[src/rtl/windowed_time_to_collision_defines.svh]
// ----------------------------------------------------------------------------
// Windowed time-to-collision defines
// Assertion macros shared by the RTL of the TTC estimator.
// ----------------------------------------------------------------------------
`ifndef WINDOWED_TIME_TO_COLLISION_DEFINES_SVH
`define WINDOWED_TIME_TO_COLLISION_DEFINES_SVH

// same-cycle implication
`define WTTC_ASSERT_IMP(label, clk, rst_n, ante, cons) \
	label: assert property (@(posedge clk) disable iff (!rst_n) (ante) |-> (cons)) \
		else $error("windowed_time_to_collision: same-cycle check failed");

// next-cycle implication
`define WTTC_ASSERT_NXT(label, clk, rst_n, ante, cons) \
	label: assert property (@(posedge clk) disable iff (!rst_n) (ante) |=> (cons)) \
		else $error("windowed_time_to_collision: next-cycle check failed");

`endif

[src/rtl/wttc_pkg.sv]
// ----------------------------------------------------------------------------
// Windowed time-to-collision package
// Field widths, codes, reset values and shared types of the TTC estimator.
// ----------------------------------------------------------------------------
package wttc_pkg;

	localparam int WINDOW_DEPTH_DEF = 16;

	localparam int CMD_W      = 2;
	localparam int DIST_W     = 16;
	localparam int TIME_W     = 32;
	localparam int SPEED_W    = 16;
	localparam int TTC_W      = 16;
	localparam int STATUS_W   = 3;
	localparam int CFG_LEN_W  = 5;
	localparam int CFG_DATA_W = 16;
	localparam int CFG_IDX_W  = 2;

	localparam logic [CMD_W-1:0] CMD_SAMPLE = 2'd0;
	localparam logic [CMD_W-1:0] CMD_LANE   = 2'd1;
	localparam logic [CMD_W-1:0] CMD_EGO    = 2'd2;

	localparam logic [CFG_IDX_W-1:0] REG_WINDOW_LENGTH = 2'd0;
	localparam logic [CFG_IDX_W-1:0] REG_MIN_SPEED     = 2'd1;
	localparam logic [CFG_IDX_W-1:0] REG_TTC_LIMIT     = 2'd2;

	localparam logic [STATUS_W-1:0] ST_NOT_IN_LANE  = 3'd0;
	localparam logic [STATUS_W-1:0] ST_INSUFFICIENT = 3'd1;
	localparam logic [STATUS_W-1:0] ST_INVALID_TIME = 3'd2;
	localparam logic [STATUS_W-1:0] ST_STATIONARY   = 3'd3;
	localparam logic [STATUS_W-1:0] ST_APPROACHING  = 3'd4;
	localparam logic [STATUS_W-1:0] ST_MOVING_AWAY  = 3'd5;

	localparam logic [TTC_W-1:0] TTC_INFINITE = 16'hFFFF;

	localparam logic [CFG_LEN_W-1:0]  RST_WINDOW_LENGTH = 5'd10;
	localparam logic [CFG_DATA_W-1:0] RST_MIN_SPEED     = 16'd300;
	localparam logic [CFG_DATA_W-1:0] RST_TTC_LIMIT     = 16'd2000;

	localparam int MIN_SAMPLES   = 3;
	localparam int SPEED_SCALE   = 1000000;	// us -> s
	localparam int SPEED_SCALE_W = 20;
	localparam int TTC_SCALE     = 1000;	// s -> ms
	localparam int TTC_SCALE_W   = 10;

	localparam int DIV_NUM_W = DIST_W + SPEED_SCALE_W;
	localparam int DIV_DEN_W = DIV_NUM_W + 1;
	localparam int REL_W     = DIV_NUM_W + 2;
	localparam int TTC_NUM_W = DIST_W + TTC_SCALE_W;

	typedef struct packed {
		logic wr;
		logic rd;
	} win_req_t;

endpackage

[src/rtl/wttc_if.sv]
// ----------------------------------------------------------------------------
// Windowed time-to-collision channels
// Valid/ready channels for events in and TTC results out.
// ----------------------------------------------------------------------------
interface wttc_evt_if;
	logic                              valid;
	logic                              ready;
	logic [wttc_pkg::CMD_W-1:0]        command;
	logic [wttc_pkg::DIST_W-1:0]       distance_mm;
	logic [wttc_pkg::TIME_W-1:0]       timestamp_us;
	logic                              in_lane;
	logic signed [wttc_pkg::SPEED_W-1:0] ego_speed_mm_s;

	modport source (output valid, command, distance_mm, timestamp_us, in_lane,
		ego_speed_mm_s, input ready);
	modport sink (input valid, command, distance_mm, timestamp_us, in_lane,
		ego_speed_mm_s, output ready);
endinterface

interface wttc_res_if;
	logic                          valid;
	logic                          ready;
	logic [wttc_pkg::TTC_W-1:0]    ttc_ms;
	logic [wttc_pkg::STATUS_W-1:0] motion_status;
	logic                          low_ttc;

	modport source (output valid, ttc_ms, motion_status, low_ttc, input ready);
	modport sink (input valid, ttc_ms, motion_status, low_ttc, output ready);
endinterface

[src/rtl/wttc_window.sv]
// ----------------------------------------------------------------------------
// Windowed time-to-collision sample window
// Circular store of distance/time samples with fill count, one write and two
// registered reads (newest and oldest entry) per cycle.
// ----------------------------------------------------------------------------
module wttc_window #(
	parameter int WINDOW_DEPTH = wttc_pkg::WINDOW_DEPTH_DEF,
	localparam int CNT_W = $clog2(WINDOW_DEPTH + 1)
) (
	input  logic                            clk,
	input  logic                            arst_n,
	input  wttc_pkg::win_req_t              req,
	input  logic [wttc_pkg::DIST_W-1:0]     wr_dist,
	input  logic [wttc_pkg::TIME_W-1:0]     wr_time,
	input  logic [wttc_pkg::CFG_LEN_W-1:0]  win_len,
	output logic [CNT_W-1:0]                count,
	output logic [wttc_pkg::DIST_W-1:0]     new_dist,
	output logic [wttc_pkg::TIME_W-1:0]     new_time,
	output logic [wttc_pkg::DIST_W-1:0]     old_dist,
	output logic [wttc_pkg::TIME_W-1:0]     old_time
);

	localparam int IDX_W = $clog2(WINDOW_DEPTH);
	localparam int AW    = CNT_W + 1;
	localparam int LW    = (CNT_W > wttc_pkg::CFG_LEN_W) ? CNT_W : wttc_pkg::CFG_LEN_W;
	localparam int ENT_W = wttc_pkg::DIST_W + wttc_pkg::TIME_W;

	logic [ENT_W-1:0] mem [WINDOW_DEPTH];
	logic [ENT_W-1:0] rd_new_q;
	logic [ENT_W-1:0] rd_old_q;

	logic [IDX_W-1:0] head_q;
	logic [CNT_W-1:0] count_q;

	logic [LW-1:0]    eff_len;
	logic [AW-1:0]    len_a;
	logic [AW-1:0]    cnt_inc;
	logic [CNT_W-1:0] count_nxt;
	logic [IDX_W-1:0] head_nxt;
	logic [IDX_W-1:0] newest;
	logic [AW-1:0]    head_a;
	logic [AW-1:0]    cnt_a;
	logic [AW-1:0]    old_a;
	logic [IDX_W-1:0] oldest;

	// zero acts as one, anything past the depth acts as the depth
	always_comb begin
		if (win_len == '0) begin
			eff_len = LW'(1);
		end else if (LW'(win_len) > LW'(WINDOW_DEPTH)) begin
			eff_len = LW'(WINDOW_DEPTH);
		end else begin
			eff_len = LW'(win_len);
		end
	end

	assign len_a     = AW'(eff_len);
	assign cnt_inc   = AW'(count_q) + AW'(1);
	assign count_nxt = (cnt_inc > len_a) ? CNT_W'(len_a) : CNT_W'(cnt_inc);
	assign head_nxt  = (head_q == IDX_W'(WINDOW_DEPTH - 1)) ? '0 : head_q + IDX_W'(1);
	assign newest    = (head_q == '0) ? IDX_W'(WINDOW_DEPTH - 1) : head_q - IDX_W'(1);

	assign head_a = AW'(head_q);
	assign cnt_a  = AW'(count_q);
	assign old_a  = (head_a >= cnt_a) ? head_a - cnt_a : head_a + AW'(WINDOW_DEPTH) - cnt_a;
	assign oldest = old_a[IDX_W-1:0];

	always_ff @(posedge clk or negedge arst_n) begin
		if (!arst_n) begin
			head_q  <= '0;
			count_q <= '0;
		end else if (req.wr) begin
			head_q  <= head_nxt;
			count_q <= count_nxt;
		end
	end

	always_ff @(posedge clk) begin
		if (req.wr) begin
			mem[head_q] <= {wr_dist, wr_time};
		end
		if (req.rd) begin
			rd_new_q <= mem[newest];
			rd_old_q <= mem[oldest];
		end
	end

	assign count    = count_q;
	assign new_dist = rd_new_q[ENT_W-1:wttc_pkg::TIME_W];
	assign new_time = rd_new_q[wttc_pkg::TIME_W-1:0];
	assign old_dist = rd_old_q[ENT_W-1:wttc_pkg::TIME_W];
	assign old_time = rd_old_q[wttc_pkg::TIME_W-1:0];

endmodule

[src/rtl/wttc_div.sv]
// ----------------------------------------------------------------------------
// Windowed time-to-collision serial divider
// Restoring divider, one quotient bit per cycle, shared by the speed and the
// TTC division.
// ----------------------------------------------------------------------------
module wttc_div (
	input  logic                             clk,
	input  logic                             arst_n,
	input  logic                             start,
	input  logic [wttc_pkg::DIV_NUM_W-1:0]   num,
	input  logic [wttc_pkg::DIV_DEN_W-1:0]   den,
	output logic                             done,
	output logic [wttc_pkg::DIV_NUM_W-1:0]   quot
);

	localparam int NUM_W = wttc_pkg::DIV_NUM_W;
	localparam int DEN_W = wttc_pkg::DIV_DEN_W;
	localparam int CNT_W = $clog2(NUM_W + 1);

	logic [NUM_W-1:0] num_q;
	logic [DEN_W-1:0] den_q;
	logic [DEN_W-1:0] rem_q;
	logic [CNT_W-1:0] cnt_q;
	logic             run_q;
	logic             done_q;

	logic [DEN_W:0] trial;
	logic [DEN_W:0] diff;
	logic           ge;

	// remainder stays below the divisor, so the borrow is the compare
	assign trial = {rem_q, num_q[NUM_W-1]};
	assign diff  = trial - {1'b0, den_q};
	assign ge    = !diff[DEN_W];

	always_ff @(posedge clk or negedge arst_n) begin
		if (!arst_n) begin
			run_q  <= 1'b0;
			done_q <= 1'b0;
			cnt_q  <= '0;
		end else if (start) begin
			run_q  <= 1'b1;
			done_q <= 1'b0;
			cnt_q  <= CNT_W'(NUM_W);
		end else if (run_q) begin
			cnt_q <= cnt_q - CNT_W'(1);
			if (cnt_q == CNT_W'(1)) begin
				run_q  <= 1'b0;
				done_q <= 1'b1;
			end
		end else begin
			done_q <= 1'b0;
		end
	end

	always_ff @(posedge clk) begin
		if (start) begin
			num_q <= num;
			den_q <= den;
			rem_q <= '0;
		end else if (run_q) begin
			rem_q <= ge ? diff[DEN_W-1:0] : trial[DEN_W-1:0];
			num_q <= {num_q[NUM_W-2:0], ge};
		end
	end

	assign done = done_q;
	assign quot = num_q;

endmodule

[src/rtl/windowed_time_to_collision.sv]
// ----------------------------------------------------------------------------
// Windowed time to collision: windowed speed estimate and TTC classification
// A result is produced off lane, with too few samples, for a zero span, after the
// speed division (stationary or moving away) or after a TTC division (approaching).
// One transaction in flight; the next is taken the cycle after the result is
// registered, later while a result is held. Async reset.
// ----------------------------------------------------------------------------
`include "windowed_time_to_collision_defines.svh"

module windowed_time_to_collision #(
	parameter int WINDOW_DEPTH = wttc_pkg::WINDOW_DEPTH_DEF
) (
	input  logic                              clk,
	input  logic                              arst_n,
	wttc_evt_if.sink                          events,
	wttc_res_if.source                        results,
	input  logic                              cfg_we,
	input  logic [wttc_pkg::CFG_IDX_W-1:0]    cfg_index,
	input  logic [wttc_pkg::CFG_DATA_W-1:0]   cfg_data
);

	localparam int CNT_W  = $clog2(WINDOW_DEPTH + 1);
	localparam int NUM_W  = wttc_pkg::DIV_NUM_W;
	localparam int DEN_W  = wttc_pkg::DIV_DEN_W;
	localparam int REL_W  = wttc_pkg::REL_W;
	localparam int TTC_W  = wttc_pkg::TTC_W;
	localparam int DIST_W = wttc_pkg::DIST_W;
	localparam int TIME_W = wttc_pkg::TIME_W;

	localparam logic [3:0] S_IDLE = 4'd0;
	localparam logic [3:0] S_READ = 4'd1;
	localparam logic [3:0] S_SPAN = 4'd2;
	localparam logic [3:0] S_MUL  = 4'd3;
	localparam logic [3:0] S_DIV1 = 4'd4;
	localparam logic [3:0] S_REL  = 4'd5;
	localparam logic [3:0] S_CLS  = 4'd6;
	localparam logic [3:0] S_DIV2 = 4'd7;
	localparam logic [3:0] S_TTC  = 4'd8;
	localparam logic [3:0] S_DONE = 4'd9;

	logic [3:0] state_q;
	logic [3:0] state_d;

	logic [wttc_pkg::CFG_LEN_W-1:0]  window_length_q;
	logic [wttc_pkg::CFG_DATA_W-1:0] min_speed_q;
	logic [wttc_pkg::CFG_DATA_W-1:0] ttc_limit_q;
	logic                            in_lane_q;
	logic signed [wttc_pkg::SPEED_W-1:0] ego_q;

	wttc_pkg::win_req_t win_req;
	logic [CNT_W-1:0]   win_count;
	logic [DIST_W-1:0]  win_new_dist;
	logic [DIST_W-1:0]  win_old_dist;
	logic [TIME_W-1:0]  win_new_time;
	logic [TIME_W-1:0]  win_old_time;

	logic [TIME_W-1:0]              span_d;
	logic                           neg_d;
	logic [DIST_W-1:0]              mag_d;
	logic [TIME_W-1:0]              span_q;
	logic                           neg_q;
	logic [DIST_W-1:0]              mag_q;
	logic [DIST_W-1:0]              dnew_q;
	logic [wttc_pkg::TTC_NUM_W-1:0] num2_q;
	logic [NUM_W-1:0]               prod1;

	logic signed [REL_W-1:0] speed_s;
	logic signed [REL_W-1:0] ego_s;
	logic signed [REL_W-1:0] rel_d;
	logic signed [REL_W-1:0] rel_q;
	logic signed [REL_W-1:0] rel_neg;
	logic signed [REL_W-1:0] min_pos;
	logic signed [REL_W-1:0] min_neg;
	logic                    stationary;

	logic             div_start;
	logic [NUM_W-1:0] div_num;
	logic [DEN_W-1:0] div_den;
	logic             div_done;
	logic [NUM_W-1:0] div_quot;

	logic [TTC_W-1:0] ttc_sat;
	logic             ttc_low;

	logic                          res_load;
	logic [TTC_W-1:0]              res_ttc_d;
	logic [wttc_pkg::STATUS_W-1:0] res_status_d;
	logic                          res_low_d;
	logic [TTC_W-1:0]              res_ttc_q;
	logic [wttc_pkg::STATUS_W-1:0] res_status_q;
	logic                          res_low_q;

	logic                          out_free;
	logic                          out_load;
	logic                          out_valid_q;
	logic [TTC_W-1:0]              out_ttc_q;
	logic [wttc_pkg::STATUS_W-1:0] out_status_q;
	logic                          out_low_q;

	wttc_window #(
		.WINDOW_DEPTH (WINDOW_DEPTH)
	) u_window (
		.clk      (clk),
		.arst_n   (arst_n),
		.req      (win_req),
		.wr_dist  (events.distance_mm),
		.wr_time  (events.timestamp_us),
		.win_len  (window_length_q),
		.count    (win_count),
		.new_dist (win_new_dist),
		.new_time (win_new_time),
		.old_dist (win_old_dist),
		.old_time (win_old_time)
	);

	wttc_div u_div (
		.clk    (clk),
		.arst_n (arst_n),
		.start  (div_start),
		.num    (div_num),
		.den    (div_den),
		.done   (div_done),
		.quot   (div_quot)
	);

	// window arithmetic
	assign span_d = win_new_time - win_old_time;
	assign neg_d  = win_new_dist < win_old_dist;
	assign mag_d  = neg_d ? win_old_dist - win_new_dist : win_new_dist - win_old_dist;
	assign prod1  = NUM_W'(mag_q) * NUM_W'(wttc_pkg::SPEED_SCALE);

	// relative speed, sign-magnitude speed minus ego speed
	assign speed_s = $signed(REL_W'(div_quot));
	assign ego_s   = REL_W'(ego_q);
	assign rel_d   = neg_q ? (-speed_s - ego_s) : (speed_s - ego_s);
	assign rel_neg = -rel_q;

	assign min_pos    = $signed(REL_W'(min_speed_q));
	assign min_neg    = -min_pos;
	assign stationary = (rel_q < min_pos) && (rel_q > min_neg);

	assign div_num = (state_q == S_MUL) ? prod1 : NUM_W'(num2_q);
	assign div_den = (state_q == S_MUL) ? DEN_W'(span_q) : rel_neg[DEN_W-1:0];

	assign ttc_sat = (|div_quot[NUM_W-1:TTC_W]) ? wttc_pkg::TTC_INFINITE : div_quot[TTC_W-1:0];
	assign ttc_low = (ttc_sat != wttc_pkg::TTC_INFINITE) && (ttc_sat < ttc_limit_q);

	assign out_free = !out_valid_q || results.ready;

	always_comb begin
		state_d      = state_q;
		win_req      = '0;
		div_start    = 1'b0;
		res_load     = 1'b0;
		res_ttc_d    = wttc_pkg::TTC_INFINITE;
		res_status_d = wttc_pkg::ST_NOT_IN_LANE;
		res_low_d    = 1'b0;
		out_load     = 1'b0;
		case (state_q)
			S_IDLE: begin
				if (events.valid) begin
					case (events.command)
						wttc_pkg::CMD_SAMPLE: begin
							win_req.wr = 1'b1;
							if (in_lane_q) begin
								state_d = S_READ;
							end
						end
						wttc_pkg::CMD_LANE: begin
							if (events.in_lane) begin
								state_d = S_READ;
							end else begin
								res_load     = 1'b1;
								res_status_d = wttc_pkg::ST_NOT_IN_LANE;
								state_d      = S_DONE;
							end
						end
						default: ;
					endcase
				end
			end
			S_READ: begin
				if (win_count < CNT_W'(wttc_pkg::MIN_SAMPLES)) begin
					res_load     = 1'b1;
					res_status_d = wttc_pkg::ST_INSUFFICIENT;
					state_d      = S_DONE;
				end else begin
					win_req.rd = 1'b1;
					state_d    = S_SPAN;
				end
			end
			S_SPAN: begin
				if (span_d == '0) begin
					res_load     = 1'b1;
					res_status_d = wttc_pkg::ST_INVALID_TIME;
					state_d      = S_DONE;
				end else begin
					state_d = S_MUL;
				end
			end
			S_MUL: begin
				div_start = 1'b1;
				state_d   = S_DIV1;
			end
			S_DIV1: begin
				if (div_done) begin
					state_d = S_REL;
				end
			end
			S_REL: begin
				state_d = S_CLS;
			end
			S_CLS: begin
				if (stationary) begin
					res_load     = 1'b1;
					res_status_d = wttc_pkg::ST_STATIONARY;
					state_d      = S_DONE;
				end else if (rel_q < 0) begin
					div_start = 1'b1;
					state_d   = S_DIV2;
				end else begin
					res_load     = 1'b1;
					res_status_d = wttc_pkg::ST_MOVING_AWAY;
					state_d      = S_DONE;
				end
			end
			S_DIV2: begin
				if (div_done) begin
					state_d = S_TTC;
				end
			end
			S_TTC: begin
				res_load     = 1'b1;
				res_ttc_d    = ttc_sat;
				res_status_d = wttc_pkg::ST_APPROACHING;
				res_low_d    = ttc_low;
				state_d      = S_DONE;
			end
			S_DONE: begin
				if (out_free) begin
					out_load = 1'b1;
					state_d  = S_IDLE;
				end
			end
			default: begin
				state_d = S_IDLE;
			end
		endcase
	end

	always_ff @(posedge clk or negedge arst_n) begin
		if (!arst_n) begin
			state_q         <= S_IDLE;
			window_length_q <= wttc_pkg::RST_WINDOW_LENGTH;
			min_speed_q     <= wttc_pkg::RST_MIN_SPEED;
			ttc_limit_q     <= wttc_pkg::RST_TTC_LIMIT;
			in_lane_q       <= 1'b0;
			ego_q           <= '0;
			out_valid_q     <= 1'b0;
		end else begin
			state_q <= state_d;
			if (cfg_we) begin
				case (cfg_index)
					wttc_pkg::REG_WINDOW_LENGTH: window_length_q <= cfg_data[wttc_pkg::CFG_LEN_W-1:0];
					wttc_pkg::REG_MIN_SPEED:     min_speed_q     <= cfg_data;
					wttc_pkg::REG_TTC_LIMIT:     ttc_limit_q     <= cfg_data;
					default: ;
				endcase
			end
			if (state_q == S_IDLE && events.valid) begin
				case (events.command)
					wttc_pkg::CMD_LANE: in_lane_q <= events.in_lane;
					wttc_pkg::CMD_EGO:  ego_q     <= events.ego_speed_mm_s;
					default: ;
				endcase
			end
			if (out_load) begin
				out_valid_q <= 1'b1;
			end else if (results.ready) begin
				out_valid_q <= 1'b0;
			end
		end
	end

	always_ff @(posedge clk) begin
		if (state_q == S_SPAN) begin
			span_q <= span_d;
			neg_q  <= neg_d;
			mag_q  <= mag_d;
			dnew_q <= win_new_dist;
		end
		if (state_q == S_MUL) begin
			num2_q <= wttc_pkg::TTC_NUM_W'(dnew_q) *
				wttc_pkg::TTC_NUM_W'(wttc_pkg::TTC_SCALE);
		end
		if (state_q == S_REL) begin
			rel_q <= rel_d;
		end
		if (res_load) begin
			res_ttc_q    <= res_ttc_d;
			res_status_q <= res_status_d;
			res_low_q    <= res_low_d;
		end
		if (out_load) begin
			out_ttc_q    <= res_ttc_q;
			out_status_q <= res_status_q;
			out_low_q    <= res_low_q;
		end
	end

	assign events.ready          = (state_q == S_IDLE);
	assign results.valid         = out_valid_q;
	assign results.ttc_ms        = out_ttc_q;
	assign results.motion_status = out_status_q;
	assign results.low_ttc       = out_low_q;

	`WTTC_ASSERT_IMP(a_out_from_done, clk, arst_n, $rose(out_valid_q), $past(state_q) == S_DONE)
	`WTTC_ASSERT_IMP(a_div_in_div_state, clk, arst_n, div_done, state_q == S_DIV1 || state_q == S_DIV2)
	`WTTC_ASSERT_IMP(a_low_ttc_approach, clk, arst_n, out_valid_q && out_low_q, out_status_q == wttc_pkg::ST_APPROACHING && out_ttc_q != wttc_pkg::TTC_INFINITE)
	`WTTC_ASSERT_NXT(a_load_shows, clk, arst_n, out_load, out_valid_q && state_q == S_IDLE)

endmodule

[src/flat_wrapper.sv]
// flat-port wrapper written by rule: the top's interface ports become plain ports
module windowed_time_to_collision_flat 
#(
	parameter int WINDOW_DEPTH = wttc_pkg::WINDOW_DEPTH_DEF
)
  (clk, arst_n, cfg_we, cfg_index, cfg_data, events_valid, events_command, events_distance_mm, events_timestamp_us, events_in_lane, events_ego_speed_mm_s, events_ready, results_valid, results_ttc_ms, results_motion_status, results_low_ttc, results_ready);
  wttc_evt_if events_i ();
  wttc_res_if results_i ();
  input  logic clk;
  input  logic arst_n;
  input  logic cfg_we;
  input  logic [wttc_pkg::CFG_IDX_W-1:0] cfg_index;
  input  logic [wttc_pkg::CFG_DATA_W-1:0] cfg_data;
  input wire logic [$bits(events_i.valid)-1:0] events_valid;
  input wire logic [$bits(events_i.command)-1:0] events_command;
  input wire logic [$bits(events_i.distance_mm)-1:0] events_distance_mm;
  input wire logic [$bits(events_i.timestamp_us)-1:0] events_timestamp_us;
  input wire logic [$bits(events_i.in_lane)-1:0] events_in_lane;
  input wire logic [$bits(events_i.ego_speed_mm_s)-1:0] events_ego_speed_mm_s;
  output wire logic [$bits(events_i.ready)-1:0] events_ready;
  output wire logic [$bits(results_i.valid)-1:0] results_valid;
  output wire logic [$bits(results_i.ttc_ms)-1:0] results_ttc_ms;
  output wire logic [$bits(results_i.motion_status)-1:0] results_motion_status;
  output wire logic [$bits(results_i.low_ttc)-1:0] results_low_ttc;
  input wire logic [$bits(results_i.ready)-1:0] results_ready;
  assign events_i.valid = events_valid;
  assign events_i.command = events_command;
  assign events_i.distance_mm = events_distance_mm;
  assign events_i.timestamp_us = events_timestamp_us;
  assign events_i.in_lane = events_in_lane;
  assign events_i.ego_speed_mm_s = events_ego_speed_mm_s;
  assign events_ready = events_i.ready;
  assign results_valid = results_i.valid;
  assign results_ttc_ms = results_i.ttc_ms;
  assign results_motion_status = results_i.motion_status;
  assign results_low_ttc = results_i.low_ttc;
  assign results_i.ready = results_ready;
  windowed_time_to_collision #(.WINDOW_DEPTH(WINDOW_DEPTH)) u_core (.clk(clk), .arst_n(arst_n), .events(events_i), .results(results_i), .cfg_we(cfg_we), .cfg_index(cfg_index), .cfg_data(cfg_data));
endmodule
[config.mk]
export PLATFORM = sky130hd
export DESIGN_NAME = windowed_time_to_collision_flat
export DESIGN_NICKNAME = d
export VERILOG_FILES = /design/src/rtl/wttc_pkg.sv /design/src/rtl/wttc_if.sv /design/src/rtl/wttc_window.sv /design/src/rtl/wttc_div.sv /design/src/rtl/windowed_time_to_collision.sv /design/src/flat_wrapper.sv
export VERILOG_INCLUDE_DIRS = /design/src /design/src/rtl
export SDC_FILE = /design/constraint.sdc
export NUM_CORES = 2
export LEC_CHECK = 0
export BUFFER_PORTS_ARGS = -buffer_cell sky130_fd_sc_hd__buf_2
export CELL_PAD_IN_SITES_DETAIL_PLACEMENT = 1
export CELL_PAD_IN_SITES_GLOBAL_PLACEMENT = 2
export CORE_ASPECT_RATIO = 0.9
export CORE_MARGIN = 2
export CORE_UTILIZATION = 45
export DETAILED_ROUTE_END_ITERATION = 16
export GPL_TIMING_DRIVEN = 0
export PLACE_DENSITY_LB_ADDON = 0.1
export SETUP_SLACK_MARGIN = 0.15
export SYNTH_ARGS = -nofsm -noshare
export SYNTH_HDL_FRONTEND = slang
export SYNTH_HIERARCHICAL = 1
export SYNTH_SLANG_ARGS = --single-unit
[constraint.sdc]
create_clock -name clk -period 15.79 [get_ports clk]
set_input_delay 0.7895 -clock clk [delete_from_list [all_inputs] [get_ports clk]]
set_output_delay 0.7895 -clock clk [all_outputs]
set_load 0.02 [all_outputs]
=== Word level (Yosys, flattened, before mapping) ===
Memory sizes are Yosys's and may differ from the RTL's. A register that Yosys moved wholly into a read port is not among the register bits.
Cells that the tools add are included.

* Add/sub/neg operators: 16
* Multiply operators: 2
* Order comparisons: 9
* Equality and inequality tests: 23
* Muxes and demuxes: 61
* Reduce and logical (&&, ||, !) cells: 21

{| class="wikitable"
|+ Operators by type and width
! operator !! number
|-
| $mux W36 || 3
|-
| $mux W4 || 13
|-
| $pmux W4 S10 || 1
|-
| $gt A38 B38 Y1 || 1
|-
| $lt A38 B1 Y1 const B || 1
|-
| $lt A38 B17 Y1 || 1
|-
| $mux W38 || 1
|-
| $neg A16 Y38 || 1
|-
| $neg A36 Y38 || 1
|-
| $sub A37 B16 Y38 || 1
|-
| $sub A38 B16 Y38 || 1
|-
| $sub A38 B37 Y38 || 1
|-
| $mux W37 || 1
|-
| $neg A37 Y37 || 1
|-
| $logic_not A32 Y1 || 1
|-
| $lt A16 B16 Y1 || 2
|-
| $mux W16 || 2
|-
| $mux W32 || 1
|-
| $sub A16 B16 Y16 || 2
|-
| $sub A32 B32 Y32 || 1
|-
| $mul A16 B14 Y30 const B || 1
|-
| $mux W1 || 27
|-
| $mul A16 B7 Y23 const B || 1
|-
| $reduce_or A20 Y1 || 1
|-
| 38 further kinds || 65
|}

* Register bits: 352
* Bits in writable memories: 768
* Bits of input ports: 90
* Output and inout port bits: 22
* Word-level logic and storage cells: 161
* Memories kept: 1

{| class="wikitable"
|+ Memory list
! name !! words !! width !! rd ports !! clocked after memory_dff !! wr ports !! line !! RTL
|-
| u_core.u_window.mem || 16 || 48 || 2 || 2 || 1 || wttc_window.sv:28 || <nowiki>logic [ENT_W-1:0] mem [WINDOW_DEPTH];</nowiki>
|}

=== Depth between registers and ports, before layout ===
* Word-level depth: 6
* Gate-level depth with buffers: 23
* Gate-level depth less buffers: 21

=== Cells and area by module ===
Netlist, hierarchy kept.

{| class="wikitable"
|+ By module, submodules not included
! module !! times used !! cells each !! area an instance (µm²) !! sequential area each (µm²)
|-
| wttc_window || 1 || 2086 || 38941.1 || 26170.1
|-
| windowed_time_to_collision || 1 || 2816 || 25295.5 || 6476.2
|-
| wttc_div || 1 || 710 || 6988.0 || 3133.0
|}

=== Worst setup path before layout ===
No wires, ideal clock.

* Path type: register to register
* Start point: reg u_core/min_speed_q[3] (netlist bit)
* End point: reg u_core.u_div.num_q[0], in the netlist u_core/u_div/quot[0], enable pin
* Setup time: 0.392 ns
* Arrival: 7.434 ns
* Required time: 15.398 ns
* Path slack: 7.965 ns
* Cell stages (with the launch flop): 22
* Path buffers: 1
* Period minus slack after synthesis: 7.825 ns
* Cells stage by stage: dfstp_2 > inv_1 > nand4_1 > nor4_1 > and3_1 > nand2_1 > nor2_1 > ha_1 > inv_1 > ha_1 > a21o_1 > a21o_1 > a21oi_1 > o221ai_1 > a21oi_1 > o211ai_1 > o21ai_0 > a21oi_1 > o31ai_1 > buf_1 > nor2_1 > inv_1

* Cells in the longest elaborated chain, start to end: 6
* Elaborated cells on any way between the ends: 7
* Those cells by class: add/sub (1); order compare (2); mux (2); reduce/logical (2)

{| class="wikitable"
|+ RTL lines
! what !! line !! RTL
|-
| from (decl) || windowed_time_to_collision.sv:45 || <nowiki>logic [wttc_pkg::CFG_DATA_W-1:0] min_speed_q;</nowiki>
|-
| from (signal assigned) || windowed_time_to_collision.sv:255 || <nowiki>min_speed_q <= wttc_pkg::RST_MIN_SPEED;</nowiki>
|-
| from (signal assigned) || windowed_time_to_collision.sv:265 || <nowiki>wttc_pkg::REG_MIN_SPEED: min_speed_q <= cfg_data;</nowiki>
|-
| $neg A16 Y38 || windowed_time_to_collision.sv:139 || <nowiki>assign min_neg = -min_pos;</nowiki>
|-
| $gt A38 B38 Y1 || windowed_time_to_collision.sv:140 || <nowiki>assign stationary = (rel_q < min_pos) && (rel_q > min_neg);</nowiki>
|-
| $logic_and A1 B1 Y1 * || windowed_time_to_collision.sv:140 ||
|-
| $mux W1 * || windowed_time_to_collision.sv:214 || <nowiki>if (stationary) begin</nowiki>
|-
| $pmux W1 S2 * || windowed_time_to_collision.sv:159 || <nowiki>case (state_q)</nowiki>
|-
| net u_core.div_start || windowed_time_to_collision.sv:76 || <nowiki>logic div_start;</nowiki>
|-
| $reduce_bool A2 Y1 (no line) * || -- ||
|-
| to (signal assigned) || wttc_div.sv:58 || <nowiki>num_q <= num;</nowiki>
|-
| to (signal assigned) || wttc_div.sv:63 || <nowiki>num_q <= {num_q[NUM_W-2:0], ge};</nowiki>
|-
| to (decl) || wttc_div.sv:20 || <nowiki>logic [NUM_W-1:0] num_q;</nowiki>
|}

The timed path passes the listed nets; every way through them passes the cells marked *.
A chain may end at the register's enable or synchronous reset.

=== Final worst setup path ===
* Start point: reg u_core/min_speed_q[2] (netlist bit)
* End point: reg u_core.u_div.num_q[12], in the netlist u_core/u_div/quot[12], enable pin

Same word-level chain as after synthesis.

==> results_dict.tcl <==
set metrics [dict create \
    synth.largest_area_cell "edfxtp_1" \
    ys_seq_elements 1216 \
    outcome "complete, no violations" \
    synth_commonest_cells "edfxtp_1 (1103), inv_1 (467), ha_1 (453)" \
    drc 0 \
    first_global_vias 51874 \
    h-tree-depth 4 \
    wl_per_cell_um 28.3 \
    first_iter_violations 4205 \
    grt_pass1_wl_mm 344 \
    cts_sinks 1216 \
    seq_area_frac_synth_pct 50.2 \
    syn_inst 5612 \
    synth_edf_count 1103 \
    max_slew_margin_pct 11.4 \
    fin_ws_ns 8.81 \
    avgSynthCellArea_um2 12.7 \
    criticalPathCategory "flip-flop to flip-flop" \
    yosysWarnings 6 \
    grtUsageTotal_pct 28.5 \
    post-place-ws_ns 8.76 \
    worst_slew_pin_slew_ns 1.33 \
    hold_class "input pin to async pin" \
    hold_viol_final 0 \
    crit_path_max_fanout 38 \
    design.core.area_um2 157000 \
    clk-insertion-delay-late_ns 0.80 \
    fin_setup_tns_ns 0 \
    clock.fmax_mhz 143 \
    grt_antenna_before_repair 14 \
    fin_crit_sh_pct 44.2 \
    cts_resized 0 \
    vias 49425 \
    die_area_um2 161000 \
    finalSetupViolCount 0 \
    dp.cells 7884 \
    yosysMostFrequentCell "edfxtp_1" \
    initial_core_util_pct 45.3 \
    fillers 15949 \
    syn_area_um2 71200 \
    cap_violations 0 \
    wirelength_mm 231 \
    first_pass_iters 7 \
    worst_setup_path_start_kind "flip-flop" \
    yosysUniqueCellTypes 100 \
    core.rowCount 138 \
    maxSlewViolCount 0 \
    crit_path_end_kind "flip-flop" \
    async_flop_share_pct 6.25 \
    holdBufCountCts 0 \
    worstPathRequired_ns 16.17 \
    clockRootBuffer "clkbuf_16" \
    overflow 0 \
    cts.path.max_buffers 3 \
    grt_max_degree 53 \
    area_growth_pct 12.5 \
    cts_tree "yes" \
    fin_cells 8141 \
    die_h_um 381 \
    ys_top_cells_by_area "edfxtp_1 (47%), mux4_2 (9.1%), ha_1 (8.0%)" \
    viasPerCell 6.07 \
    die_w_um 423 \
    ys.flop_type "edfxtp_1" \
    rsz0062_at_grt "false" \
    post-route-min-period_ns 6.98 \
    worst_setup_hold_path_clk_slew_ns 0.06 \
    place_hpwl_mm 176 \
    r2r_slack_ns 8.81 \
    post_cts_buffers 0 \
    drive_gt1_share_pct 14.1 \
    fin_nets 6582 \
    synth_top_area_share_pct 46.5 \
    finalClockSkew_ns 0.0619 \
    gp_congestion 0.853 \
    ant_nets 0 \
    arrival_ns 7.36 \
    pin_count 112 \
    final_util_pct 51.0 \
    io_buffers 111 \
    numCtsBuffers 137 \
]
metal layers:
metal  global-route usage [%]  part of all wire [%]  vias up
met5                        0                 0.032        -
met4                     8.72                   3.0       12
met3                     4.39                   6.1      348
met2                     47.1                    48     1555
met1                     38.8                    43    25507
li1                         -                     -    22003
registers in the layout, summed over array words and instances (netlist names), 23 cells and up:
register                  cells
u_core/u_window/rd_new_q     48
u_core/num2_q                23
u_core/u_window/mem         768
u_core/u_div/den_q           37
u_core/rel_q                 38
u_core/u_div/rem_q           37
u_core/u_window/rd_old_q     48
u_core/u_div/quot            36
u_core/span_q                32
cells by family after synthesis:
family	count (synthesis)	synth area share [%]
compound gates	1168	11.3
xor+xnor	208	2.56
fa+ha+maj	569	11.2
buf+inv	737	3.97
flops	1216	50.2
mux	531	12.7
other cells	1	0.00527
simple gates	1182	8.09
layout make-up:
| cell class | count | area [um2] | area share (%) |
|---|---|---|---|
| Clock inverter | 84 | 930 | 1.16 |
| Tap cell | 2100 | 2630 | 3.28 |
| Inverter | 468 | 1760 | 2.19 |
| Timing Repair Buffer | 170 | 1570 | 1.96 |
| Antenna cell | 5 | 12.5 | 0.0156 |
| Clock buffer | 168 | 3610 | 4.50 |
| Sequential cell | 1216 | 35800 | 44.6 |
| Multi-Input combinational cell | 3661 | 32800 | 40.9 |
| Buffer | 269 | 1070 | 1.34 |
final timing paths:
path,startpoint,endpoint,cells past startpoint
worst max-delay path,u_core/min_speed_q[2],u_core/u_div/quot[12],22
worst min-delay path,arst_n,u_core/u_div/run_q,1
worst max register to register,u_core/min_speed_q[2],u_core/u_div/quot[12],22
worst min register to register,u_core/res_status_q[0],u_core/results.motion_status[0],0
max in group asynchronous,arst_n,u_core/ttc_limit_q[6],2
min in group clk,events_ego_speed_mm_s[8],u_core/ego_q[8],3
layout by cell type (no fill, tap or decap), drive strengths merged, types with 26 or more instances in the layout:
| master | synthesis | routed |
|---|---|---|
| xor2 | 77 | 77 |
| nand2 | 361 | 361 |
| a221o | 48 | 48 |
| ha | 453 | 453 |
| o21bai | 28 | 28 |
| o21a | 34 | 34 |
| dfrtp | 64 | 64 |
| nor4 | 38 | 38 |
| nand4 | 47 | 47 |
| a22oi | 95 | 95 |
| mux2 | 75 | 75 |
| dfxtp | 37 | 37 |
| a211oi | 31 | 31 |
| inv | 467 | 479 |
| a311oi | 31 | 31 |
| nand3 | 84 | 84 |
| buf | 65 | 235 |
| clkbuf | 204 | 372 |
| nor2 | 255 | 255 |
| nor3 | 86 | 86 |
| edfxtp | 1103 | 1103 |
| nand2b | 144 | 144 |
| nor2b | 39 | 39 |
| fa | 116 | 116 |
| clkinv | 1 | 53 |
| a21o | 103 | 103 |
| o21ai | 208 | 208 |
| and3 | 26 | 26 |
| xnor2 | 131 | 131 |
| a21oi | 258 | 258 |
| a31oi | 27 | 27 |
| mux2i | 168 | 168 |
| o22ai | 53 | 53 |
| a221oi | 102 | 102 |
| mux4 | 288 | 288 |
critical path: stages, from the launching register on:
cell	delay [ns]
dfstp_2	0.39
inv_1	0.13
nand4_1	0.19
nor4_1	0.42
and3_1	0.25
nand2_1	0.26
nor3_1	0.45
ha_1	0.33
a21o_1	0.18
a21o_1	0.17
a21oi_1	0.17
o221ai_1	0.13
a21oi_1	0.15
o211ai_1	0.10
o21ai_0	0.21
a21oi_1	0.20
o31ai_4	0.54
buf_8	0.22
buf_16	0.17
buf_8	0.18
buf_1	0.58
nor2_1	0.36
inv_2	0.72
stage by stage:
stage | hold WS, ns | instance area [um2]
6_report | 0.0343 | 80100
5_1_grt | 0.0501 | 80100
4_1_cts | 0.0131 | 80100
3_5_place_dp | 0.405 | 75600
3_3_place_gp | 0.405 | 74400
2_1_floorplan | 0.400 | 71200
Power is left out: the tool's default activity adds up to more than one toggle a clock period on the data nets, which glitch-free logic cannot reach.
